$ cat config.mk
export PLATFORM = sky130hd
export DESIGN_NAME = dual_soil_moisture_calibrator_flat
export DESIGN_NICKNAME = d
export VERILOG_FILES = /design/src/hdl/dsmc_pkg.sv /design/src/hdl/dsmc_channels.sv /design/src/hdl/dual_soil_moisture_calibrator.sv /design/src/hdl/dsmc_divider.sv /design/src/hdl/dsmc_ctrl.sv /design/src/hdl/dsmc_datapath.sv /design/src/flat_wrapper.sv
export SDC_FILE = /design/constraint.sdc
export NUM_CORES = 1
export LEC_CHECK = 0
export ABC_AREA = 1
export BUFFER_PORTS_ARGS = -buffer_cell sky130_fd_sc_hd__buf_4
export CAP_MARGIN = 20
export CORE_ASPECT_RATIO = 0.5
export CORE_MARGIN = 4
export CORE_UTILIZATION = 44
export CTS_BUF_LIST = sky130_fd_sc_hd__clkbuf_16
export CTS_CLUSTER_SIZE = 25
export DETAILED_ROUTE_END_ITERATION = 16
export GPL_TIMING_DRIVEN = 0
export SETUP_SLACK_MARGIN = 0.05
export SLEW_MARGIN = 20
export SYNTH_ARGS = -nofsm -noshare
export SYNTH_HDL_FRONTEND = slang
export SYNTH_SLANG_ARGS = --single-unit
$ cat constraint.sdc
create_clock -name clock -period 12.66 [get_ports clock]
set_clock_uncertainty 0.1 [all_clocks]
set_input_delay 3.165 -clock clock [delete_from_list [all_inputs] [get_ports clock]]
set_output_delay 3.165 -clock clock [all_outputs]
set_load 0.05 [all_outputs]
$ cat src/hdl/dsmc_pkg.sv
// shared types and constants of the dual soil moisture calibrator
package dsmc_pkg;

   localparam int SAMPLE_W   = 12;
   localparam int SUM_W      = 18;
   localparam int PCT_W      = 7;
   localparam int HALF_W     = 8;
   localparam int DIVIDEND_W = 19;
   localparam int DIVISOR_W  = 12;
   localparam int STEP_W     = $clog2(DIVIDEND_W);
   // reciprocal scale for the averages: sums stay below 2**SUM_W, at most 64 samples
   localparam int RECIP_SHIFT = SUM_W + 6;

   localparam logic [SAMPLE_W-1:0] VALID_LOW   = 12'd100;
   localparam logic [SAMPLE_W-1:0] VALID_HIGH  = 12'd4090;
   localparam logic [SAMPLE_W-1:0] DRY_RESET   = 12'd2800;
   localparam logic [SAMPLE_W-1:0] WET_RESET   = 12'd1200;
   localparam logic [PCT_W-1:0]    PERCENT_FULL = 7'd100;

   typedef enum logic [0:0] {
      CSR_DRY_LEVEL = 1'b0,
      CSR_WET_LEVEL = 1'b1
   } csr_index_type;

   typedef enum logic [0:0] {
      DIV_MAP_A = 1'b0,
      DIV_MAP_B = 1'b1
   } div_sel_type;

   typedef enum logic [2:0] {
      ST_ACCUM   = 3'd0,
      ST_AVERAGE = 3'd1,
      ST_SCALE   = 3'd2,
      ST_MAP_GO  = 3'd3,
      ST_MAP_A   = 3'd4,
      ST_MAP_B   = 3'd5
   } ctrl_state_type;

   typedef struct packed {
      logic        accumulate;
      logic        clear_acc;
      logic        latch_avg;
      logic        div_start;
      div_sel_type div_sel;
      logic        latch_scale;
      logic        load_rsp;
   } dsmc_cmd_type;

   typedef struct packed {
      logic last_sample;
      logic div_done;
      logic rsp_free;
   } dsmc_status_type;

endpackage

$ cat src/hdl/dsmc_channels.sv
// request and response channel interfaces of the calibrator
interface dsmc_req_if;
   logic                           valid;
   logic                           ready;
   logic [dsmc_pkg::SAMPLE_W-1:0]  probe_a_sample;
   logic [dsmc_pkg::SAMPLE_W-1:0]  probe_b_sample;

   modport source (output valid, output probe_a_sample, output probe_b_sample, input ready);
   modport sink (input valid, input probe_a_sample, input probe_b_sample, output ready);
endinterface

interface dsmc_rsp_if;
   logic                           valid;
   logic                           ready;
   logic [dsmc_pkg::SAMPLE_W-1:0]  mean_raw_a;
   logic [dsmc_pkg::SAMPLE_W-1:0]  mean_raw_b;
   logic [dsmc_pkg::PCT_W-1:0]     moisture_a;
   logic [dsmc_pkg::PCT_W-1:0]     moisture_b;
   logic                           valid_a;
   logic                           valid_b;
   logic                           any_valid;
   logic [dsmc_pkg::HALF_W-1:0]    mean_moisture_half;

   modport source (output valid, output mean_raw_a, output mean_raw_b, output moisture_a,
                   output moisture_b, output valid_a, output valid_b, output any_valid,
                   output mean_moisture_half, input ready);
   modport sink (input valid, input mean_raw_a, input mean_raw_b, input moisture_a,
                 input moisture_b, input valid_a, input valid_b, input any_valid,
                 input mean_moisture_half, output ready);
endinterface

$ cat src/hdl/dual_soil_moisture_calibrator.sv
// top level of the dual soil moisture calibrator
//
// req_chan carries one pair of 12-bit samples per transfer, one from each probe.
// While a reading builds up, a pair is taken every cycle that valid is high.
// The SAMPLES-th pair closes the reading: ready then stays low until the result
// is loaded. The two averages come from a reciprocal multiply, then one shared
// divider, one quotient bit a cycle, runs the two 19-bit percentage maps in turn;
// rsp_chan valid rises when the result is loaded into the output register.
// One result leaves for every SAMPLES request transfers.
// A stalled response holds its fields; the next reading keeps accumulating
// behind it, and only the hand-over of the following result waits for it,
// with ready held low until the output register frees.
// csr_we writes dry_level (index 0) or wet_level (index 1) from csr_wdata;
// write them only while no reading is in progress.
// Reset clears the sums, the sample count and the response valid, and loads
// dry_level 2800 and wet_level 1200.
module dual_soil_moisture_calibrator #(
   parameter int SAMPLES = 8
) (
   input  logic                          clock,
   input  logic                          reset,
   dsmc_req_if.sink                      req_chan,
   dsmc_rsp_if.source                    rsp_chan,
   input  logic                          csr_we,
   input  logic [0:0]                    csr_index,
   input  logic [dsmc_pkg::SAMPLE_W-1:0] csr_wdata
);

   dsmc_pkg::dsmc_cmd_type    cmd;
   dsmc_pkg::dsmc_status_type status;
   logic                      ctrl_ready;

   dsmc_ctrl u_ctrl (
      .clock     (clock),
      .reset     (reset),
      .req_valid (req_chan.valid),
      .req_ready (ctrl_ready),
      .status    (status),
      .cmd       (cmd)
   );

   assign req_chan.ready = ctrl_ready;

   dsmc_datapath #(
      .SAMPLES (SAMPLES)
   ) u_datapath (
      .clock              (clock),
      .reset              (reset),
      .cmd                (cmd),
      .status             (status),
      .csr_we             (csr_we),
      .csr_index          (dsmc_pkg::csr_index_type'(csr_index)),
      .csr_wdata          (csr_wdata),
      .probe_a_sample     (req_chan.probe_a_sample),
      .probe_b_sample     (req_chan.probe_b_sample),
      .rsp_ready          (rsp_chan.ready),
      .rsp_valid          (rsp_chan.valid),
      .mean_raw_a         (rsp_chan.mean_raw_a),
      .mean_raw_b         (rsp_chan.mean_raw_b),
      .moisture_a         (rsp_chan.moisture_a),
      .moisture_b         (rsp_chan.moisture_b),
      .valid_a            (rsp_chan.valid_a),
      .valid_b            (rsp_chan.valid_b),
      .any_valid          (rsp_chan.any_valid),
      .mean_moisture_half (rsp_chan.mean_moisture_half)
   );

endmodule

$ cat src/hdl/dsmc_divider.sv
// iterative restoring divider, one quotient bit per cycle
module dsmc_divider (
   input  logic                              clock,
   input  logic                              reset,
   input  logic                              start,
   input  logic [dsmc_pkg::DIVIDEND_W-1:0]   dividend,
   input  logic [dsmc_pkg::DIVISOR_W-1:0]    divisor,
   output logic [dsmc_pkg::DIVIDEND_W-1:0]   quotient,
   output logic                              done
);

   logic [dsmc_pkg::DIVIDEND_W-1:0] quo_ff, quo_in;
   logic [dsmc_pkg::DIVISOR_W-1:0]  rem_ff, rem_in;
   logic [dsmc_pkg::DIVISOR_W-1:0]  dvs_ff, dvs_in;
   logic [dsmc_pkg::STEP_W-1:0]     step_ff, step_in;
   logic                            busy_ff, busy_in;
   logic                            done_ff, done_in;

   logic [dsmc_pkg::DIVISOR_W:0]    partial;
   logic [dsmc_pkg::DIVISOR_W:0]    trial;
   logic                            fits;

   always_comb begin
      partial = {rem_ff, quo_ff[dsmc_pkg::DIVIDEND_W-1]};
      trial   = partial - {1'b0, dvs_ff};
      fits    = !trial[dsmc_pkg::DIVISOR_W];

      quo_in  = quo_ff;
      rem_in  = rem_ff;
      dvs_in  = dvs_ff;
      step_in = step_ff;
      busy_in = busy_ff;
      done_in = 1'b0;
      priority if (start) begin
         quo_in  = dividend;
         rem_in  = '0;
         dvs_in  = divisor;
         step_in = dsmc_pkg::STEP_W'(dsmc_pkg::DIVIDEND_W - 1);
         busy_in = 1'b1;
      end else if (busy_ff) begin
         quo_in = {quo_ff[dsmc_pkg::DIVIDEND_W-2:0], fits};
         rem_in = fits ? trial[dsmc_pkg::DIVISOR_W-1:0] : partial[dsmc_pkg::DIVISOR_W-1:0];
         if (step_ff == '0) begin
            busy_in = 1'b0;
            done_in = 1'b1;
         end else begin
            step_in = step_ff - 1'b1;
         end
      end
   end

   always_ff @(posedge clock) begin
      quo_ff  <= quo_in;
      rem_ff  <= rem_in;
      dvs_ff  <= dvs_in;
      step_ff <= step_in;
      if (reset) begin
         busy_ff <= 1'b0;
         done_ff <= 1'b0;
      end else begin
         busy_ff <= busy_in;
         done_ff <= done_in;
      end
   end

   assign quotient = quo_ff;
   assign done     = done_ff;

endmodule

$ cat src/hdl/dsmc_ctrl.sv
// sequencing state machine: accumulate, average, map and hand over a result
module dsmc_ctrl (
   input  logic                        clock,
   input  logic                        reset,
   input  logic                        req_valid,
   output logic                        req_ready,
   input  dsmc_pkg::dsmc_status_type   status,
   output dsmc_pkg::dsmc_cmd_type      cmd
);

   dsmc_pkg::ctrl_state_type state_ff, state_in;
   logic                     finish_ff, finish_in;

   always_ff @(posedge clock) begin
      if (reset) begin
         state_ff  <= dsmc_pkg::ST_ACCUM;
         finish_ff <= 1'b0;
      end else begin
         state_ff  <= state_in;
         finish_ff <= finish_in;
      end
   end

   always_comb begin
      state_in    = state_ff;
      finish_in   = finish_ff;
      req_ready   = 1'b0;
      cmd         = '0;
      cmd.div_sel = dsmc_pkg::DIV_MAP_A;
      unique case (state_ff)
         dsmc_pkg::ST_ACCUM: begin
            if (finish_ff) begin
               // last quotient is in, wait for a free output register
               if (status.rsp_free) begin
                  cmd.load_rsp = 1'b1;
                  finish_in    = 1'b0;
               end
            end else begin
               req_ready = 1'b1;
               if (req_valid) begin
                  cmd.accumulate = 1'b1;
                  if (status.last_sample) begin
                     state_in = dsmc_pkg::ST_AVERAGE;
                  end
               end
            end
         end
         dsmc_pkg::ST_AVERAGE: begin
            cmd.latch_avg = 1'b1;
            cmd.clear_acc = 1'b1;
            state_in      = dsmc_pkg::ST_SCALE;
         end
         dsmc_pkg::ST_SCALE: begin
            cmd.latch_scale = 1'b1;
            state_in        = dsmc_pkg::ST_MAP_GO;
         end
         dsmc_pkg::ST_MAP_GO: begin
            cmd.div_start = 1'b1;
            cmd.div_sel   = dsmc_pkg::DIV_MAP_A;
            state_in      = dsmc_pkg::ST_MAP_A;
         end
         dsmc_pkg::ST_MAP_A: begin
            if (status.div_done) begin
               cmd.div_start = 1'b1;
               cmd.div_sel   = dsmc_pkg::DIV_MAP_B;
               state_in      = dsmc_pkg::ST_MAP_B;
            end
         end
         dsmc_pkg::ST_MAP_B: begin
            if (status.div_done) begin
               finish_in = 1'b1;
               state_in  = dsmc_pkg::ST_ACCUM;
            end
         end
         default: begin
            state_in = dsmc_pkg::ST_ACCUM;
         end
      endcase
   end

endmodule

$ cat src/hdl/dsmc_datapath.sv
// accumulators, calibration registers, scaling, shared divider and result register
module dsmc_datapath #(
   parameter int SAMPLES = 8
) (
   input  logic                              clock,
   input  logic                              reset,
   input  dsmc_pkg::dsmc_cmd_type            cmd,
   output dsmc_pkg::dsmc_status_type         status,
   input  logic                              csr_we,
   input  dsmc_pkg::csr_index_type           csr_index,
   input  logic [dsmc_pkg::SAMPLE_W-1:0]     csr_wdata,
   input  logic [dsmc_pkg::SAMPLE_W-1:0]     probe_a_sample,
   input  logic [dsmc_pkg::SAMPLE_W-1:0]     probe_b_sample,
   input  logic                              rsp_ready,
   output logic                              rsp_valid,
   output logic [dsmc_pkg::SAMPLE_W-1:0]     mean_raw_a,
   output logic [dsmc_pkg::SAMPLE_W-1:0]     mean_raw_b,
   output logic [dsmc_pkg::PCT_W-1:0]        moisture_a,
   output logic [dsmc_pkg::PCT_W-1:0]        moisture_b,
   output logic                              valid_a,
   output logic                              valid_b,
   output logic                              any_valid,
   output logic [dsmc_pkg::HALF_W-1:0]       mean_moisture_half
);

   localparam int CNT_W = $clog2(SAMPLES + 1);
   localparam int SW    = dsmc_pkg::SAMPLE_W;
   localparam int DW    = dsmc_pkg::DIVIDEND_W;
   localparam int PW    = dsmc_pkg::PCT_W;
   localparam int RS    = dsmc_pkg::RECIP_SHIFT;
   localparam int RW    = RS + 1;
   localparam int PRW   = dsmc_pkg::SUM_W + RW;
   // reciprocal of SAMPLES rounded up, exact for every sum the accumulators hold
   localparam logic [RW-1:0] RECIP = RW'(((2 ** RS) + SAMPLES - 1) / SAMPLES);

   function automatic logic in_band(input logic [SW-1:0] avg);
      in_band = (avg >= dsmc_pkg::VALID_LOW) && (avg <= dsmc_pkg::VALID_HIGH);
   endfunction

   function automatic logic [PW-1:0] clamp_pct(input logic neg, input logic [DW-1:0] quo);
      logic [PW-1:0] pct;
      if (neg) begin
         pct = '0;
      end else if (quo > DW'(dsmc_pkg::PERCENT_FULL)) begin
         pct = dsmc_pkg::PERCENT_FULL;
      end else begin
         pct = quo[PW-1:0];
      end
      clamp_pct = pct;
   endfunction

   // calibration registers
   logic [SW-1:0] dry_ff, dry_in;
   logic [SW-1:0] wet_ff, wet_in;

   always_comb begin
      dry_in = dry_ff;
      wet_in = wet_ff;
      if (csr_we) begin
         unique case (csr_index)
            dsmc_pkg::CSR_DRY_LEVEL: dry_in = csr_wdata;
            dsmc_pkg::CSR_WET_LEVEL: wet_in = csr_wdata;
            default: begin
               dry_in = dry_ff;
            end
         endcase
      end
   end

   // accumulators
   logic [dsmc_pkg::SUM_W-1:0] sum_a_ff, sum_a_in;
   logic [dsmc_pkg::SUM_W-1:0] sum_b_ff, sum_b_in;
   logic [CNT_W-1:0]           cnt_ff, cnt_in;

   always_comb begin
      sum_a_in = sum_a_ff;
      sum_b_in = sum_b_ff;
      cnt_in   = cnt_ff;
      priority if (cmd.clear_acc) begin
         sum_a_in = '0;
         sum_b_in = '0;
         cnt_in   = '0;
      end else if (cmd.accumulate) begin
         sum_a_in = sum_a_ff + dsmc_pkg::SUM_W'(probe_a_sample);
         sum_b_in = sum_b_ff + dsmc_pkg::SUM_W'(probe_b_sample);
         cnt_in   = cnt_ff + 1'b1;
      end
   end

   // calibration span, sign and magnitude
   logic [SW:0]   span_diff;
   logic [SW:0]   span_abs;
   logic          span_neg;
   logic          span_zero;

   assign span_diff = {1'b0, wet_ff} - {1'b0, dry_ff};
   assign span_neg  = span_diff[SW];
   assign span_abs  = span_neg ? ((SW + 1)'(0) - span_diff) : span_diff;
   assign span_zero = (span_diff == '0);

   // averages by reciprocal multiply
   logic [PRW-1:0] prod_a, prod_b;
   logic [SW-1:0]  avg_a_ff, avg_a_in;
   logic [SW-1:0]  avg_b_ff, avg_b_in;

   assign prod_a = PRW'(sum_a_ff) * PRW'(RECIP);
   assign prod_b = PRW'(sum_b_ff) * PRW'(RECIP);

   always_comb begin
      avg_a_in = avg_a_ff;
      avg_b_in = avg_b_ff;
      if (cmd.latch_avg) begin
         avg_a_in = prod_a[RS +: SW];
         avg_b_in = prod_b[RS +: SW];
      end
   end

   // scaled offsets from the dry level
   logic [DW-1:0] num_a_ff, num_a_in;
   logic [DW-1:0] num_b_ff, num_b_in;
   logic          neg_a_ff, neg_a_in;
   logic          neg_b_ff, neg_b_in;
   logic [DW-1:0] quo_a_ff, quo_a_in;
   logic [DW-1:0] quo_b_ff, quo_b_in;
   dsmc_pkg::div_sel_type dest_ff, dest_in;

   logic [SW:0]   off_a, off_b;
   logic [SW:0]   mag_a, mag_b;

   assign off_a = {1'b0, avg_a_ff} - {1'b0, dry_ff};
   assign off_b = {1'b0, avg_b_ff} - {1'b0, dry_ff};
   assign mag_a = off_a[SW] ? ((SW + 1)'(0) - off_a) : off_a;
   assign mag_b = off_b[SW] ? ((SW + 1)'(0) - off_b) : off_b;

   always_comb begin
      num_a_in = num_a_ff;
      num_b_in = num_b_ff;
      neg_a_in = neg_a_ff;
      neg_b_in = neg_b_ff;
      if (cmd.latch_scale) begin
         num_a_in = DW'(mag_a[SW-1:0]) * DW'(dsmc_pkg::PERCENT_FULL);
         num_b_in = DW'(mag_b[SW-1:0]) * DW'(dsmc_pkg::PERCENT_FULL);
         neg_a_in = off_a[SW];
         neg_b_in = off_b[SW];
      end
   end

   // shared divider for the two percentage maps
   logic [DW-1:0]                    div_dividend;
   logic [dsmc_pkg::DIVISOR_W-1:0]   div_divisor;
   logic [DW-1:0]                    div_quotient;
   logic                             div_done;

   assign div_dividend = (cmd.div_sel == dsmc_pkg::DIV_MAP_B) ? num_b_ff : num_a_ff;
   assign div_divisor  = span_abs[SW-1:0];

   dsmc_divider u_divider (
      .clock    (clock),
      .reset    (reset),
      .start    (cmd.div_start),
      .dividend (div_dividend),
      .divisor  (div_divisor),
      .quotient (div_quotient),
      .done     (div_done)
   );

   // quotient goes where the division was started for
   always_comb begin
      dest_in  = cmd.div_start ? cmd.div_sel : dest_ff;
      quo_a_in = quo_a_ff;
      quo_b_in = quo_b_ff;
      if (div_done) begin
         unique case (dest_ff)
            dsmc_pkg::DIV_MAP_A: quo_a_in = div_quotient;
            dsmc_pkg::DIV_MAP_B: quo_b_in = div_quotient;
         endcase
      end
   end

   // result assembly
   logic                    va, vb;
   logic [PW-1:0]           ma, mb;
   logic [dsmc_pkg::HALF_W-1:0] half;

   always_comb begin
      va = in_band(avg_a_ff);
      vb = in_band(avg_b_ff);
      ma = (va && !span_zero) ? clamp_pct(neg_a_ff ^ span_neg, quo_a_ff) : '0;
      mb = (vb && !span_zero) ? clamp_pct(neg_b_ff ^ span_neg, quo_b_ff) : '0;
      priority if (va && vb) begin
         half = dsmc_pkg::HALF_W'(ma) + dsmc_pkg::HALF_W'(mb);
      end else if (va) begin
         half = {ma, 1'b0};
      end else if (vb) begin
         half = {mb, 1'b0};
      end else begin
         half = '0;
      end
   end

   // output register
   logic                        rsp_valid_ff, rsp_valid_in;
   logic [SW-1:0]               mean_a_ff, mean_b_ff;
   logic [PW-1:0]               moist_a_ff, moist_b_ff;
   logic                        va_ff, vb_ff, any_ff;
   logic [dsmc_pkg::HALF_W-1:0] half_ff;

   always_comb begin
      priority if (cmd.load_rsp) begin
         rsp_valid_in = 1'b1;
      end else if (rsp_ready) begin
         rsp_valid_in = 1'b0;
      end else begin
         rsp_valid_in = rsp_valid_ff;
      end
   end

   always_ff @(posedge clock) begin
      avg_a_ff <= avg_a_in;
      avg_b_ff <= avg_b_in;
      num_a_ff <= num_a_in;
      num_b_ff <= num_b_in;
      neg_a_ff <= neg_a_in;
      neg_b_ff <= neg_b_in;
      quo_a_ff <= quo_a_in;
      quo_b_ff <= quo_b_in;
      dest_ff  <= dest_in;
      if (cmd.load_rsp) begin
         mean_a_ff  <= avg_a_ff;
         mean_b_ff  <= avg_b_ff;
         moist_a_ff <= ma;
         moist_b_ff <= mb;
         va_ff      <= va;
         vb_ff      <= vb;
         any_ff     <= va || vb;
         half_ff    <= half;
      end
      if (reset) begin
         dry_ff       <= dsmc_pkg::DRY_RESET;
         wet_ff       <= dsmc_pkg::WET_RESET;
         sum_a_ff     <= '0;
         sum_b_ff     <= '0;
         cnt_ff       <= '0;
         rsp_valid_ff <= 1'b0;
      end else begin
         dry_ff       <= dry_in;
         wet_ff       <= wet_in;
         sum_a_ff     <= sum_a_in;
         sum_b_ff     <= sum_b_in;
         cnt_ff       <= cnt_in;
         rsp_valid_ff <= rsp_valid_in;
      end
   end

   assign status.last_sample = (cnt_ff == CNT_W'(SAMPLES - 1));
   assign status.div_done    = div_done;
   assign status.rsp_free    = !rsp_valid_ff || rsp_ready;

   assign rsp_valid          = rsp_valid_ff;
   assign mean_raw_a         = mean_a_ff;
   assign mean_raw_b         = mean_b_ff;
   assign moisture_a         = moist_a_ff;
   assign moisture_b         = moist_b_ff;
   assign valid_a            = va_ff;
   assign valid_b            = vb_ff;
   assign any_valid          = any_ff;
   assign mean_moisture_half = half_ff;

endmodule

$ cat src/flat_wrapper.sv
// flat-port wrapper written by rule: the top's interface ports become plain ports
module dual_soil_moisture_calibrator_flat 
#(
   parameter int SAMPLES = 8
)
  (clock, reset, csr_we, csr_index, csr_wdata, req_chan_valid, req_chan_probe_a_sample, req_chan_probe_b_sample, req_chan_ready, rsp_chan_valid, rsp_chan_mean_raw_a, rsp_chan_mean_raw_b, rsp_chan_moisture_a, rsp_chan_moisture_b, rsp_chan_valid_a, rsp_chan_valid_b, rsp_chan_any_valid, rsp_chan_mean_moisture_half, rsp_chan_ready);
  dsmc_req_if req_chan_i ();
  dsmc_rsp_if rsp_chan_i ();
  input  logic clock;
  input  logic reset;
  input  logic csr_we;
  input  logic [0:0] csr_index;
  input  logic [dsmc_pkg::SAMPLE_W-1:0] csr_wdata;
  input wire logic [$bits(req_chan_i.valid)-1:0] req_chan_valid;
  input wire logic [$bits(req_chan_i.probe_a_sample)-1:0] req_chan_probe_a_sample;
  input wire logic [$bits(req_chan_i.probe_b_sample)-1:0] req_chan_probe_b_sample;
  output wire logic [$bits(req_chan_i.ready)-1:0] req_chan_ready;
  output wire logic [$bits(rsp_chan_i.valid)-1:0] rsp_chan_valid;
  output wire logic [$bits(rsp_chan_i.mean_raw_a)-1:0] rsp_chan_mean_raw_a;
  output wire logic [$bits(rsp_chan_i.mean_raw_b)-1:0] rsp_chan_mean_raw_b;
  output wire logic [$bits(rsp_chan_i.moisture_a)-1:0] rsp_chan_moisture_a;
  output wire logic [$bits(rsp_chan_i.moisture_b)-1:0] rsp_chan_moisture_b;
  output wire logic [$bits(rsp_chan_i.valid_a)-1:0] rsp_chan_valid_a;
  output wire logic [$bits(rsp_chan_i.valid_b)-1:0] rsp_chan_valid_b;
  output wire logic [$bits(rsp_chan_i.any_valid)-1:0] rsp_chan_any_valid;
  output wire logic [$bits(rsp_chan_i.mean_moisture_half)-1:0] rsp_chan_mean_moisture_half;
  input wire logic [$bits(rsp_chan_i.ready)-1:0] rsp_chan_ready;
  assign req_chan_i.valid = req_chan_valid;
  assign req_chan_i.probe_a_sample = req_chan_probe_a_sample;
  assign req_chan_i.probe_b_sample = req_chan_probe_b_sample;
  assign req_chan_ready = req_chan_i.ready;
  assign rsp_chan_valid = rsp_chan_i.valid;
  assign rsp_chan_mean_raw_a = rsp_chan_i.mean_raw_a;
  assign rsp_chan_mean_raw_b = rsp_chan_i.mean_raw_b;
  assign rsp_chan_moisture_a = rsp_chan_i.moisture_a;
  assign rsp_chan_moisture_b = rsp_chan_i.moisture_b;
  assign rsp_chan_valid_a = rsp_chan_i.valid_a;
  assign rsp_chan_valid_b = rsp_chan_i.valid_b;
  assign rsp_chan_any_valid = rsp_chan_i.any_valid;
  assign rsp_chan_mean_moisture_half = rsp_chan_i.mean_moisture_half;
  assign rsp_chan_i.ready = rsp_chan_ready;
  dual_soil_moisture_calibrator #(.SAMPLES(SAMPLES)) u_core (.clock(clock), .reset(reset), .req_chan(req_chan_i), .rsp_chan(rsp_chan_i), .csr_we(csr_we), .csr_index(csr_index), .csr_wdata(csr_wdata));
endmodule
==> metrics <==
DRC errors left 0; Synth Flop Type edfxtp_1; post-synthesis sequential area ratio 0.429; layout cells sized above 1 0.114; Die W 281 um; total global-route track usage 0.181; Final #Nets 2,251; Max Cap Viol 0; Initial Util 0.451; RSZ-0062 raised after global routing false; worst skew pair latency 0.53 ns; CP Max Fanout 10; Syn Area/Cell 8.60 um^2; Pleak 0.00872 uW; top-count cell post-synth nand2_1; filler cell count 3,481; leading area contributor after synthesis edfxtp_1; Cell Area, Synth 0.0164 mm^2; Worst path slowest cell fa_1; postcts setup bufs 0; Max Root-Sink Buffers 3; DRT iter0 DRCs 656; grt total ovfl 0; grt peak-use layer met2; number of distinct library cells after synthesis 48; Final ANT Viol Nets 0; WS Path Type reg2reg; worst path arrival time 5.67 ns; top cell type's share of synthesized area 0.328; met1 Usage GRT 0.261; Top Ports 93; fmax 184 MHz; first-pass GRT wire length 59,400 um; Synth area leaders edfxtp_1 (33%), ha_1 (12%), dfxtp_1 (10%); Final Hold Viols 0; CP Buf/Inv Count 6; CTS resizes 0; clock sinks 261; max_slew headroom 0.423; post-synthesis register bit count 261; H-tree levels 1; Worst-path clk slew 0.06 ns; CP Capture Type flop; commonest cells in the netlist nand2_1 (383), inv_1 (271), nor2_1 (195); gp weighted congestion 0.898; Period minus WS final 5.43 ns; # setup viols final 0; vias in the first global route 11,832; hold crit path type reg2reg; Core Region 0.0363 mm^2; DR WL/cell 14.2 um; pin count of the biggest net entering global routing 27; CTS root buffer clkbuf_16; Largest delay share family, worst path adder cells; Overall Power 3790 uW; Synth Instances 1,902; peak per-stage delay on the critical path 0.49 ns; Startpoint Class flop; CTS tree done; Pre-Repair DR Iteration Count 5; Rows 49; Die H 144 um; buffers added on ports 92; Routed Wire Length 36,000 um; Pwr Density 204 mW/mm^2; M2 GR Usage 0.294; Tcrit/Tclk final 0.429; number of synthesized flops with an enable pin 179; hold_ws 0.361 ns; final HPWL from detailed placement 29,200 um; worst path required time 12.91 ns; area grow syn2layout 13.7%; status complete, no violations; grt met3 use 0.0263; vias per inst 4.90; initial antenna violation count 0; die area 0.0405 mm^2; Worst Tran Pin Value 0.859 ns; Max VDD drop 0.134 mV; Ys Warns 0; vias 12,416; fraction of registers with async set/reset 0; Slew Limit Fails 0; Mapped Nets 2,125; Setup TNS Final 0 ns; CTS Hold Bufs 0; cts bufs inserted 25
-- final timing paths --
path / from / cells after the start / slack (ns) / to
setup / recovery: u_core.u_datapath.avg_a_ff[0]$_DFFE_PP_ / 26 / 7.23 / u_core.u_datapath.num_a_ff[16]$_DFFE_PN_
hold / removal: u_core.u_datapath.u_divider.step_ff[4]$_SDFFE_PP1P_ / 2 / 0.36 / u_core.u_datapath.u_divider.step_ff[4]$_SDFFE_PP1P_
setup reg to reg: u_core.u_datapath.avg_a_ff[0]$_DFFE_PP_ / 26 / 7.23 / u_core.u_datapath.num_a_ff[16]$_DFFE_PN_
hold reg to reg: u_core.u_datapath.u_divider.step_ff[4]$_SDFFE_PP1P_ / 2 / 0.36 / u_core.u_datapath.u_divider.step_ff[4]$_SDFFE_PP1P_
-- worst reg2reg max path, delay by kind of cell, from the launching register on --
| family | cells | cell delay [ns] |
|---|---|---|
| xor+xnor | 2 | 0.56 |
| simple gates | 9 | 0.96 |
| fa+ha+maj | 6 | 2.06 |
| buf+inv | 6 | 0.62 |
| compound gates | 3 | 0.55 |
| flops | 1 | 0.40 |
-- stage by stage --
stage / worst slack (ns) / util / std cells / cell area [um^2]
after floorplan: 6.73 / - / 1902 / 16400
after global placement: 5.29 / 0.487 / 2478 / 17700
after detailed placement: 7.28 / 0.490 / 2485 / 17800
after CTS: 7.26 / 0.512 / 2531 / 18600
after global routing: 6.81 / 0.512 / 2531 / 18600
final: 7.23 / 0.512 / 2532 / 18600
-- cells in the final DEF, fill, tap and decap left out, types with 14 or more instances in the layout --
cell / netlist / final
nand4_1: 31 / 31
nand2_2: 22 / 22
xor2_1: 56 / 56
buf_4: 1 / 95
o21ai_0: 85 / 85
inv_1: 271 / 275
dfxtp_1: 82 / 82
nand2_1: 383 / 383
fa_1: 19 / 19
nand3_1: 94 / 94
xnor2_1: 24 / 24
a21oi_1: 94 / 94
edfxtp_1: 179 / 179
nor3_1: 33 / 32
nor2_2: 18 / 19
clkbuf_1: 14 / 14
clkbuf_16: 0 / 26
a31oi_1: 23 / 23
o211ai_1: 18 / 18
nor2_1: 195 / 192
ha_1: 162 / 162
-- state kept, by name, indices dropped and copies added (netlist names), 15 cells and up --
name                                  count
u_core.u_datapath.sum_b_ff               15
u_core.u_datapath.num_b_ff               17
u_core.u_datapath.u_divider.quotient     19
u_core.u_datapath.sum_a_ff               15
u_core.u_datapath.num_a_ff               17
u_core.u_datapath.quo_a_ff               19
u_core.u_datapath.quo_b_ff               19
-- layer usage --
metal | part of all wire | wire length [um]
met3 | 0.049 | 1770
met1 | 0.50 | 18200
met4 | 0.017 | 622
met2 | 0.43 | 15500
met5 | 0 | 0
-- cell families (layout without fill, tap and decap cells) --
group,count (synthesis),after routing,share of synthesized area
XOR/XNOR,85,85,0.0478
adder cells (fa/ha/maj),181,181,0.147
flip-flops,261,261,0.429
other,0,1,0
AO/OA/AOI/OAI,253,253,0.0875
AND/OR/NAND/NOR,807,807,0.213
buffers and inverters,315,460,0.0757
-- final cells by class --
class / instances / area [um^2] / area share
timing repair buffer: 99 / 788 / 0.0424
buffer: 32 / 176 / 0.00948
multi-input combinational: 1326 / 8130 / 0.437
clock inverter: 20 / 166 / 0.00895
inverter: 283 / 1060 / 0.0571
tap: 484 / 606 / 0.0326
clock buffer: 26 / 651 / 0.0350
antenna: 1 / 2.50 / 0.000135
sequential: 261 / 7020 / 0.377
-- report_power, final --
part           switching [uW]  internal [uW]  total [uW]  leakage, uW
registers                49.0           1100        1150      0.00230
logic                    1140            754        1900      0.00600
clock network             314            432         746     0.000418
total                    1510           2290        3790      0.00872
Note: power is estimated with default switching activity, not from simulation.
